==> config.mk <==
export PLATFORM = sky130hd
export DESIGN_NAME = batch_statistics
export DESIGN_NICKNAME = d
export VERILOG_FILES = /design/src/bs_pkg.sv /design/src/batch_statistics.sv /design/src/bs_ram.sv /design/src/bs_div.sv
export SDC_FILE = /design/constraint.sdc
export NUM_CORES = 1
export LEC_CHECK = 0
export BUFFER_PORTS_ARGS = -buffer_cell sky130_fd_sc_hd__buf_2
export CORE_MARGIN = 1.5
export CORE_UTILIZATION = 47
export CTS_CLUSTER_SIZE = 20
export DETAILED_ROUTE_END_ITERATION = 10
export GPL_ROUTABILITY_DRIVEN = 0
export GPL_TIMING_DRIVEN = 0
export HOLD_SLACK_MARGIN = 0.15
export SKIP_LAST_GASP = 1
export SLEW_MARGIN = 30
export SYNTH_ARGS = -nofsm -noshare
export SYNTH_HDL_FRONTEND = slang
export SYNTH_SLANG_ARGS = --single-unit
==> constraint.sdc <==
create_clock -name clk -period 12.8 [get_ports clk]
set_input_delay 2.56 -clock clk [delete_from_list [all_inputs] [get_ports clk]]
set_output_delay 2.56 -clock clk [all_outputs]
set_load 0.005 [all_outputs]
==> src/bs_pkg.sv <==
`default_nettype none
package bs_pkg;

  localparam int BATCH_SIZE = 6;

  localparam int SAMPLE_W  = 16;
  localparam int VAR_W     = 40;
  localparam int COUNT_W   = 3;
  localparam int FRAC_W    = 8;
  localparam int IDX_W     = (BATCH_SIZE > 1) ? $clog2(BATCH_SIZE) : 1;
  localparam int ISSUE_W   = $clog2(BATCH_SIZE + 1);
  localparam int CNT_W     = ($clog2(BATCH_SIZE + 1) > COUNT_W) ?
                             $clog2(BATCH_SIZE + 1) : COUNT_W;
  localparam int SUM_W     = SAMPLE_W + $clog2(BATCH_SIZE);
  localparam int SQ_W      = 2 * SAMPLE_W + $clog2(BATCH_SIZE);
  localparam int NUM_W     = SQ_W + FRAC_W;
  localparam int REM_W     = $clog2(BATCH_SIZE);

  // digit-serial division by the batch size, one CHUNK_W-bit digit per cycle
  localparam int CHUNK_W    = 16;
  localparam int MEAN_STEPS = (SUM_W + CHUNK_W - 1) / CHUNK_W;
  localparam int VAR_STEPS  = (NUM_W + CHUNK_W - 1) / CHUNK_W;
  localparam int MEAN_W     = MEAN_STEPS * CHUNK_W;
  localparam int DIV_W      = VAR_STEPS * CHUNK_W;
  localparam int DVD_W      = REM_W + CHUNK_W;
  localparam int RECIP_SH   = CHUNK_W + 2 * REM_W;
  localparam int RECIP      = (2 ** RECIP_SH + BATCH_SIZE - 1) / BATCH_SIZE;
  localparam int RECIP_W    = $clog2(RECIP + 1);
  localparam int PROD_W     = DVD_W + RECIP_W;
  localparam int STEP_W     = $clog2(VAR_STEPS + 1);

  typedef struct packed {
    logic start;
    logic mode_var;
  } div_ctrl_t;

  typedef struct packed {
    logic busy;
    logic done;
  } div_stat_t;

endpackage
`default_nettype wire

==> src/batch_statistics.sv <==
// Batch statistics over BATCH_SIZE signed 16-bit samples. While a batch
// loads, a sample is taken whenever in_valid is high; the last of a batch
// starts the statistics pass and holds in_stall high until the result sits
// in the output register. That pass runs a reciprocal-multiply divider that
// retires one 16-bit quotient digit per cycle twice (MEAN_STEPS digits for
// the mean, VAR_STEPS for the variance) and reads the sample memory once per
// stored sample through a three-stage square and accumulate pipeline.
// The mean truncates toward zero; the variance uses that integer mean and
// carries 8 fraction bits. Sign counts wrap to 3 bits. A new batch loads
// while the previous result still waits on out_stall.
`default_nettype none
module batch_statistics (
  input  wire logic                              clk,
  input  wire logic                              rst,
  input  wire logic signed [bs_pkg::SAMPLE_W-1:0] sample,
  input  wire logic                              in_valid,
  output logic                                   in_stall,
  output logic signed [bs_pkg::SAMPLE_W-1:0]     minimum,
  output logic signed [bs_pkg::SAMPLE_W-1:0]     maximum,
  output logic signed [bs_pkg::SAMPLE_W-1:0]     mean,
  output logic        [bs_pkg::VAR_W-1:0]        variance,
  output logic        [bs_pkg::COUNT_W-1:0]      negatives,
  output logic        [bs_pkg::COUNT_W-1:0]      zeros,
  output logic        [bs_pkg::COUNT_W-1:0]      positives,
  output logic                                   out_valid,
  input  wire logic                              out_stall
);
  import bs_pkg::*;

  typedef enum logic [6:0] {
    S_LOAD   = 7'b0000001,
    S_MSTART = 7'b0000010,
    S_MEAN   = 7'b0000100,
    S_PASS   = 7'b0001000,
    S_VSTART = 7'b0010000,
    S_VAR    = 7'b0100000,
    S_DONE   = 7'b1000000
  } state_t;

  state_t state;

  logic [IDX_W-1:0]          fill;
  logic signed [SAMPLE_W-1:0] run_min;
  logic signed [SAMPLE_W-1:0] run_max;
  logic signed [SUM_W-1:0]   run_sum;
  logic [CNT_W-1:0]          neg_cnt;
  logic [CNT_W-1:0]          zero_cnt;
  logic [CNT_W-1:0]          pos_cnt;
  logic                      sum_neg;
  logic signed [SAMPLE_W-1:0] mean_r;

  logic [ISSUE_W-1:0]        issue;
  logic                      rd_valid;
  logic                      a_valid;
  logic                      b_valid;
  logic [SAMPLE_W-1:0]       ad;
  logic [2*SAMPLE_W-1:0]     sq;
  logic [SQ_W-1:0]           sq_sum;

  logic                      in_acc;
  logic                      out_free;
  logic                      last;
  logic [SUM_W-1:0]          sum_abs;
  logic [SAMPLE_W:0]         mean_q;
  logic [SAMPLE_W:0]         mean_s;
  logic signed [SAMPLE_W:0]  diff;
  logic [SAMPLE_W:0]         diff_abs;
  logic [SAMPLE_W-1:0]       rdata;
  logic                      issuing;

  div_ctrl_t                 div_ctrl;
  div_stat_t                 div_stat;
  logic [NUM_W-1:0]          div_num;
  logic [NUM_W-1:0]          div_q;

  assign in_stall = (state != S_LOAD);
  assign in_acc   = in_valid && !in_stall;
  assign out_free = !out_valid || !out_stall;
  assign last     = (fill == IDX_W'(BATCH_SIZE - 1));
  assign issuing  = (state == S_PASS) && (issue < ISSUE_W'(BATCH_SIZE));

  always_comb begin
    sum_abs  = run_sum[SUM_W-1] ? SUM_W'(-run_sum) : SUM_W'(run_sum);
    mean_q   = div_q[SAMPLE_W:0];
    mean_s   = sum_neg ? (SAMPLE_W+1)'(-mean_q) : mean_q;
    diff     = $signed({rdata[SAMPLE_W-1], rdata}) - $signed({mean_r[SAMPLE_W-1], mean_r});
    diff_abs = diff[SAMPLE_W] ? (SAMPLE_W+1)'(-diff) : (SAMPLE_W+1)'(diff);
  end

  always_comb begin
    div_ctrl.start    = (state == S_MSTART) || (state == S_VSTART);
    div_ctrl.mode_var = (state == S_VSTART);
    div_num = (state == S_VSTART) ? {sq_sum, {FRAC_W{1'b0}}} : NUM_W'(sum_abs);
  end

  bs_ram #(
    .DEPTH(BATCH_SIZE),
    .WIDTH(SAMPLE_W),
    .ADDR_W(IDX_W)
  ) u_ram (
    .clk  (clk),
    .we   (in_acc),
    .waddr(fill),
    .wdata(sample),
    .raddr(issue[IDX_W-1:0]),
    .rdata(rdata)
  );

  bs_div u_div (
    .clk      (clk),
    .rst      (rst),
    .ctrl     (div_ctrl),
    .numerator(div_num),
    .stat     (div_stat),
    .quotient (div_q)
  );

  always_ff @(posedge clk) begin
    if (rst) begin
      state     <= S_LOAD;
      fill      <= '0;
      run_min   <= '0;
      run_max   <= '0;
      run_sum   <= '0;
      neg_cnt   <= '0;
      zero_cnt  <= '0;
      pos_cnt   <= '0;
      issue     <= '0;
      rd_valid  <= 1'b0;
      a_valid   <= 1'b0;
      b_valid   <= 1'b0;
      out_valid <= 1'b0;
    end else begin
      rd_valid <= issuing;
      a_valid  <= rd_valid;
      b_valid  <= a_valid;
      if (state == S_DONE && out_free) begin
        out_valid <= 1'b1;
      end else if (!out_stall) begin
        out_valid <= 1'b0;
      end
      unique case (state)
        S_LOAD: begin
          if (in_acc) begin
            if (fill == '0) begin
              run_min <= sample;
              run_max <= sample;
            end else begin
              if (sample < run_min) run_min <= sample;
              if (sample > run_max) run_max <= sample;
            end
            run_sum <= run_sum + SUM_W'(sample);
            if (sample < 0) begin
              neg_cnt <= neg_cnt + CNT_W'(1);
            end else if (sample == 0) begin
              zero_cnt <= zero_cnt + CNT_W'(1);
            end else begin
              pos_cnt <= pos_cnt + CNT_W'(1);
            end
            if (last) begin
              fill  <= '0;
              state <= S_MSTART;
            end else begin
              fill <= fill + IDX_W'(1);
            end
          end
        end
        S_MSTART: begin
          state <= S_MEAN;
        end
        S_MEAN: begin
          if (div_stat.done) begin
            issue <= '0;
            state <= S_PASS;
          end
        end
        S_PASS: begin
          if (issuing) begin
            issue <= issue + ISSUE_W'(1);
          end else if (!rd_valid && !a_valid && !b_valid) begin
            state <= S_VSTART;
          end
        end
        S_VSTART: begin
          state <= S_VAR;
        end
        S_VAR: begin
          if (div_stat.done) begin
            state <= S_DONE;
          end
        end
        S_DONE: begin
          if (out_free) begin
            run_min   <= '0;
            run_max   <= '0;
            run_sum   <= '0;
            neg_cnt   <= '0;
            zero_cnt  <= '0;
            pos_cnt   <= '0;
            state     <= S_LOAD;
          end
        end
        default: begin
          state <= S_LOAD;
        end
      endcase
    end
  end

  // payload: mean, square pipeline, result registers
  always_ff @(posedge clk) begin
    if (state == S_MSTART) begin
      sum_neg <= run_sum[SUM_W-1];
    end
    if (state == S_MEAN && div_stat.done) begin
      mean_r <= mean_s[SAMPLE_W-1:0];
      sq_sum <= '0;
    end
    if (rd_valid) begin
      ad <= diff_abs[SAMPLE_W-1:0];
    end
    if (a_valid) begin
      sq <= ad * ad;
    end
    if (b_valid) begin
      sq_sum <= sq_sum + SQ_W'(sq);
    end
    if (state == S_DONE && out_free) begin
      minimum   <= run_min;
      maximum   <= run_max;
      mean      <= mean_r;
      variance  <= div_q[VAR_W-1:0];
      negatives <= neg_cnt[COUNT_W-1:0];
      zeros     <= zero_cnt[COUNT_W-1:0];
      positives <= pos_cnt[COUNT_W-1:0];
    end
  end

`ifndef SYNTHESIS
  a_fill_range: assert property (@(posedge clk) disable iff (rst)
    fill <= IDX_W'(BATCH_SIZE - 1)) else $error("fill index out of range");
  a_pipe_in_pass: assert property (@(posedge clk) disable iff (rst)
    (rd_valid || a_valid || b_valid) |-> state == S_PASS)
    else $error("square pipeline active outside the pass");
  a_done_expected: assert property (@(posedge clk) disable iff (rst)
    div_stat.done |-> (state == S_MEAN || state == S_VAR))
    else $error("divider finished in an unexpected state");
  a_result_after_var: assert property (@(posedge clk) disable iff (rst)
    $rose(out_valid) |-> $past(state == S_DONE))
    else $error("result raised outside the final state");
`endif

endmodule
`default_nettype wire

==> src/bs_ram.sv <==
`default_nettype none
module bs_ram #(
  parameter int DEPTH = 6,
  parameter int WIDTH = 16,
  parameter int ADDR_W = (DEPTH > 1) ? $clog2(DEPTH) : 1
) (
  input  wire logic              clk,
  input  wire logic              we,
  input  wire logic [ADDR_W-1:0] waddr,
  input  wire logic [WIDTH-1:0]  wdata,
  input  wire logic [ADDR_W-1:0] raddr,
  output logic      [WIDTH-1:0]  rdata
);

  logic [WIDTH-1:0] mem [DEPTH];

  always_ff @(posedge clk) begin
    if (we) begin
      mem[waddr] <= wdata;
    end
  end

  always_ff @(posedge clk) begin
    rdata <= mem[raddr];
  end

endmodule
`default_nettype wire

==> src/bs_div.sv <==
`default_nettype none
module bs_div (
  input  wire logic                    clk,
  input  wire logic                    rst,
  input  wire bs_pkg::div_ctrl_t       ctrl,
  input  wire logic [bs_pkg::NUM_W-1:0] numerator,
  output bs_pkg::div_stat_t            stat,
  output logic [bs_pkg::NUM_W-1:0]     quotient
);
  import bs_pkg::*;

  logic [DIV_W-1:0]  num_sh;
  logic [DIV_W-1:0]  quo_sh;
  logic [REM_W-1:0]  rem;
  logic [STEP_W-1:0] steps;
  logic              busy;
  logic              done;
  logic [DVD_W-1:0]  dvd;
  logic [PROD_W-1:0] prod;
  logic [CHUNK_W-1:0] qchunk;
  logic [DVD_W-1:0]  back;

  // long division by the batch size, one 16-bit digit per cycle; the digit
  // comes from a multiply by the rounded-up reciprocal, exact for any
  // partial dividend below BATCH_SIZE * 2**CHUNK_W
  always_comb begin
    dvd    = {rem, num_sh[DIV_W-1 -: CHUNK_W]};
    prod   = PROD_W'(dvd) * PROD_W'(RECIP);
    qchunk = prod[RECIP_SH +: CHUNK_W];
    back   = dvd - DVD_W'(qchunk) * DVD_W'(BATCH_SIZE);
  end

  always_ff @(posedge clk) begin
    if (rst) begin
      busy  <= 1'b0;
      done  <= 1'b0;
      steps <= '0;
    end else begin
      done <= 1'b0;
      if (ctrl.start) begin
        busy  <= 1'b1;
        steps <= ctrl.mode_var ? STEP_W'(VAR_STEPS) : STEP_W'(MEAN_STEPS);
      end else if (busy) begin
        steps <= steps - STEP_W'(1);
        if (steps == STEP_W'(1)) begin
          busy <= 1'b0;
          done <= 1'b1;
        end
      end
    end
  end

  always_ff @(posedge clk) begin
    if (ctrl.start) begin
      // mean mode: left-align the narrower numerator
      num_sh <= ctrl.mode_var ? DIV_W'(numerator) :
                {numerator[MEAN_W-1:0], {(DIV_W-MEAN_W){1'b0}}};
      rem    <= '0;
      quo_sh <= '0;
    end else if (busy) begin
      num_sh <= {num_sh[DIV_W-CHUNK_W-1:0], {CHUNK_W{1'b0}}};
      rem    <= back[REM_W-1:0];
      quo_sh <= {quo_sh[DIV_W-CHUNK_W-1:0], qchunk};
    end
  end

  assign quotient  = quo_sh[NUM_W-1:0];
  assign stat.busy = busy;
  assign stat.done = done;

`ifndef SYNTHESIS
  a_no_restart: assert property (@(posedge clk) disable iff (rst)
    ctrl.start |-> !busy) else $error("divider restarted while busy");
  a_done_after_busy: assert property (@(posedge clk) disable iff (rst)
    done |-> $past(busy) && !busy) else $error("done without a finished run");
  a_steps_live: assert property (@(posedge clk) disable iff (rst)
    busy |-> steps != '0) else $error("busy with no steps left");
`endif

endmodule
`default_nettype wire
==> impl_results.md <==
* Area of the multi-input gates at between 15000 and 20000 um2
* Largest net degree at the start of global routing at 70
* Slowest CP cell: fa_1
* Via count at between 20000 and 25000
* Outcome: complete, no violations
* Comb pwr share at 0.570
* Post_cts resized at 0
* Critical-path cell list: clkbuf_1 > clkbuf_1 > nand2_1 > fa_1 > inv_1 > fa_1 > fa_1 > fa_1 > fa_1 > inv_1 > fa_1 > inv_1 > ha_1 > nand2_1 > o21ai_0 > a221o_1 > nor3_1 > o21ai_0 > o211ai_1 > o31ai_1 > mux2i_1 > nand3_1
* Ys Warns at 0
* Cell-internal power at roughly 4.7 mW
* Endpoints failing hold at 0
* WP buf/inv at 5
* CTS tree: yes
* Root buffer cell: clkbuf_16
* DRT iter0 DRCs at approximately 1400
* Worst-Margin Slew at roughly 0.96 ns
* Final instance area at ~38000 um2
* Area grow syn2layout at 10.8%
* Max-cap violations at 0
* Initial Util at 0.474
* Ranking of synthesized cells by area: edfxtp_1, fa_1, ha_1
* Final Slew Violations at 0
* Most common cell on crit path: fa_1
* Synth Area per Inst at 10.7 um2
* Reg power frac at 0.247
* Fmax at approximately 130 MHz
* Die Width at 274 um
* Die area at about 75000 um2
* Post-synth top area share at 0.296
* CP Max Fanout at 10
* Initial antenna violation count at 2
* First-pass GRT wire length at roughly 130000 um
* Final ANT Viol Nets at 0
* # setup viols final at 0
* Reg area at 13000 um2
* Grt ovf at 0
* DRC Markers at 0
* Worst setup SP type: flop
* Post-synth top area cell: edfxtp_1
* Most common cell in the netlist: inv_1
* Clk sinks at 480
* Sw Share at 0.423
* Core Area at slightly above 70000 um2
* Synth Register Bits at 480
* CTS max path bufs at 3
* Critical path origin: ad[4]$_DFFE_PP_
* Post-Syn Area at roughly 34000 um2
* Worst-path clk slew at around 0.070 ns
* Synth cell count leaders: inv_1, edfxtp_1, ha_1
* Row count at between 90 and 100
* HP Start: run_max[4]$_SDFFE_PP0P_
* Hold-fix buffers, CTS at 0
* Reg-to-Reg Start: ad[4]$_DFFE_PP_
* H-tree depth at 2
* Nets at 4019
* Leakage power at 16.7 nW
* GRT Resource Usage Total at 0.227
* Critical path's largest stage delay at a little over 0.6 ns
* Slew HR at 0.361
* Post-layout min period at ~7.5 ns
* Layout cell share with drive strength beyond 1 at 0.0829
* Clock skew at ~0.042 ns
* Post-synth EDFFs at between 300 and 400
* Critical path class: flop to flop
* DIE HEIGHT at approximately 270 um
* Peak VDD IR at slightly below 0.8 mV
* RSZ-0062 raised after global routing: no
* Period Utilization, post-route at 0.583
* Sw Pwr at 3.47 mW
* Post-synth top flop: edfxtp_1
* Vias in the first global route at 24900
* I/O Pins at 119
* CTS buffer count at 49
* Top delay family on crit path: adder cells
* Clock Power Share at 0.183
* Required time of the critical path at about 13 ns
* Register area share after synthesis at 0.378
* Worst skew pair latency at 0.62 ns
* DPL Wire Length at roughly 66000 um
* Antenna Cells at 0
* Synth cell types at 88
* Fillers at 6402
* CP endpoint kind: flop
* Postcts setup bufs at 0
* PwrDens at 215 nW/um2
* Placed Area at roughly 36000 um2
* Hold crit path type: flop to flop
* Setup TNS at 0 ns
* WL final at around 83000 um
* Port Buffers at between 100 and 150
* Vias/cell at between 5 and 6
* Asr flop ratio synth at 0
* Crit path DAT at between 7 and 8 ns
* Cells after synthesis at between 3000 and 4000
* First-pass DRT Iterations at 7
* WL/cell at around 19 um
[cell usage in the layout (no fill, tap or decap), types with 19 or more instances in the layout]
cell	synthesis	routed
nor2_1	213	211
ha_1	335	335
nor2b_1	24	24
a21oi_1	145	145
and3_1	22	22
buf_2	8	127
o21ai_0	100	100
nand2b_1	25	25
nand2_1	213	212
nand3_1	47	47
clkbuf_1	74	86
o31ai_1	30	30
and2_1	72	72
mux2i_1	67	67
edfxtp_1	340	340
xnor2_1	98	98
clkbuf_16	0	51
o21a_1	21	21
a21o_1	69	69
fa_1	268	268
nor3_1	45	42
inv_1	512	510
or4_1	19	19
xor2_1	58	58
dfxtp_1	140	139
[sequential cells by signal, indices dropped and copies added (netlist names), 7 cells and up]
| register | flops |
|---|---|
| variance | 40 |
| u_ram.mem | 96 |
| mean_r | 16 |
| mean | 16 |
| run_min | 16 |
| ad | 16 |
| sq | 31 |
| maximum | 16 |
| u_div.num_sh | 48 |
| sq_sum | 35 |
| state | 7 |
| u_ram.rdata | 16 |
| minimum | 16 |
| run_sum | 19 |
| run_max | 16 |
| u_div.quo_sh | 40 |
[worst register-to-register path: cells and delay by family, from the launching register on]
family / cells / cell delay [ns]
mux: 1 / 0.24
fa+ha+maj: 7 / 3.61
compound gates: 5 / 1.23
buf+inv: 5 / 1.19
flops: 1 / 0.52
simple gates: 4 / 0.42
[power by group through the flow]
stage | Clock, mW | Combinational (mW) | Sequential, mW
CTS | 1.52 | 4.71 | 2.02
detailed placement | 0 | 4.67 | 2.05
finish | 1.50 | 4.67 | 2.02
global route | 1.59 | 5.29 | 2.04
floorplan | 0 | 3.59 | 1.98
global placement | 0 | 4.53 | 2.05
[final cells by class]
| type | count | share of cell area |
|---|---|---|
| inverter | 514 | 0.0507 |
| sequential | 480 | 0.341 |
| tap | 959 | 0.0314 |
| clock buffer | 72 | 0.0376 |
| clock inverter | 20 | 0.00725 |
| timing repair buffer | 129 | 0.0194 |
| multi-input combinational | 2131 | 0.503 |
| buffer | 91 | 0.00948 |
[stage by stage]
step	hold slack (ns)	util	setup slack, ns	instances	power, mW
finish	0.421	0.525	5.33	4396	8.19
global route	0.435	0.525	4.86	4396	8.92
CTS	0.422	0.525	5.37	4396	8.25
detailed placement	0.418	0.501	5.43	4304	6.73
global placement	0.416	0.499	5.36	4293	6.57
floorplan	0.408	-	6.59	3216	5.57
[logic make-up (layout without fill, tap and decap cells)]
family,Yosys count,after routing,synth area share
AOI/OAI and AO/OA,500,500,0.0950
xor gates and xnor gates,156,156,0.0397
adders and majority gates,603,603,0.277
buffers and inverters,605,826,0.0664
DFF,480,480,0.378
muxes,99,99,0.0352
other,1,8,0.000109
and+or+nand+nor,765,765,0.108
[path summary, 6_finish.rpt]
| path | to | slack, ns | cells past startpoint |
|---|---|---|---|
| worst max-delay path | sq[30]$_DFFE_PP_ | 5.33 | 22 |
| worst min-delay path | maximum[4]$_DFFE_PP_ | 0.42 | 0 |
| worst max register to register | sq[30]$_DFFE_PP_ | 5.33 | 22 |
| worst min register to register | maximum[4]$_DFFE_PP_ | 0.42 | 0 |
[layer usage]
layer,track usage,part of all wire
met5,0,0.00026
met4,0.0718,0.028
met3,0.0342,0.048
met2,0.378,0.48
met1,0.304,0.45
Power figures use the tool's default switching activity.
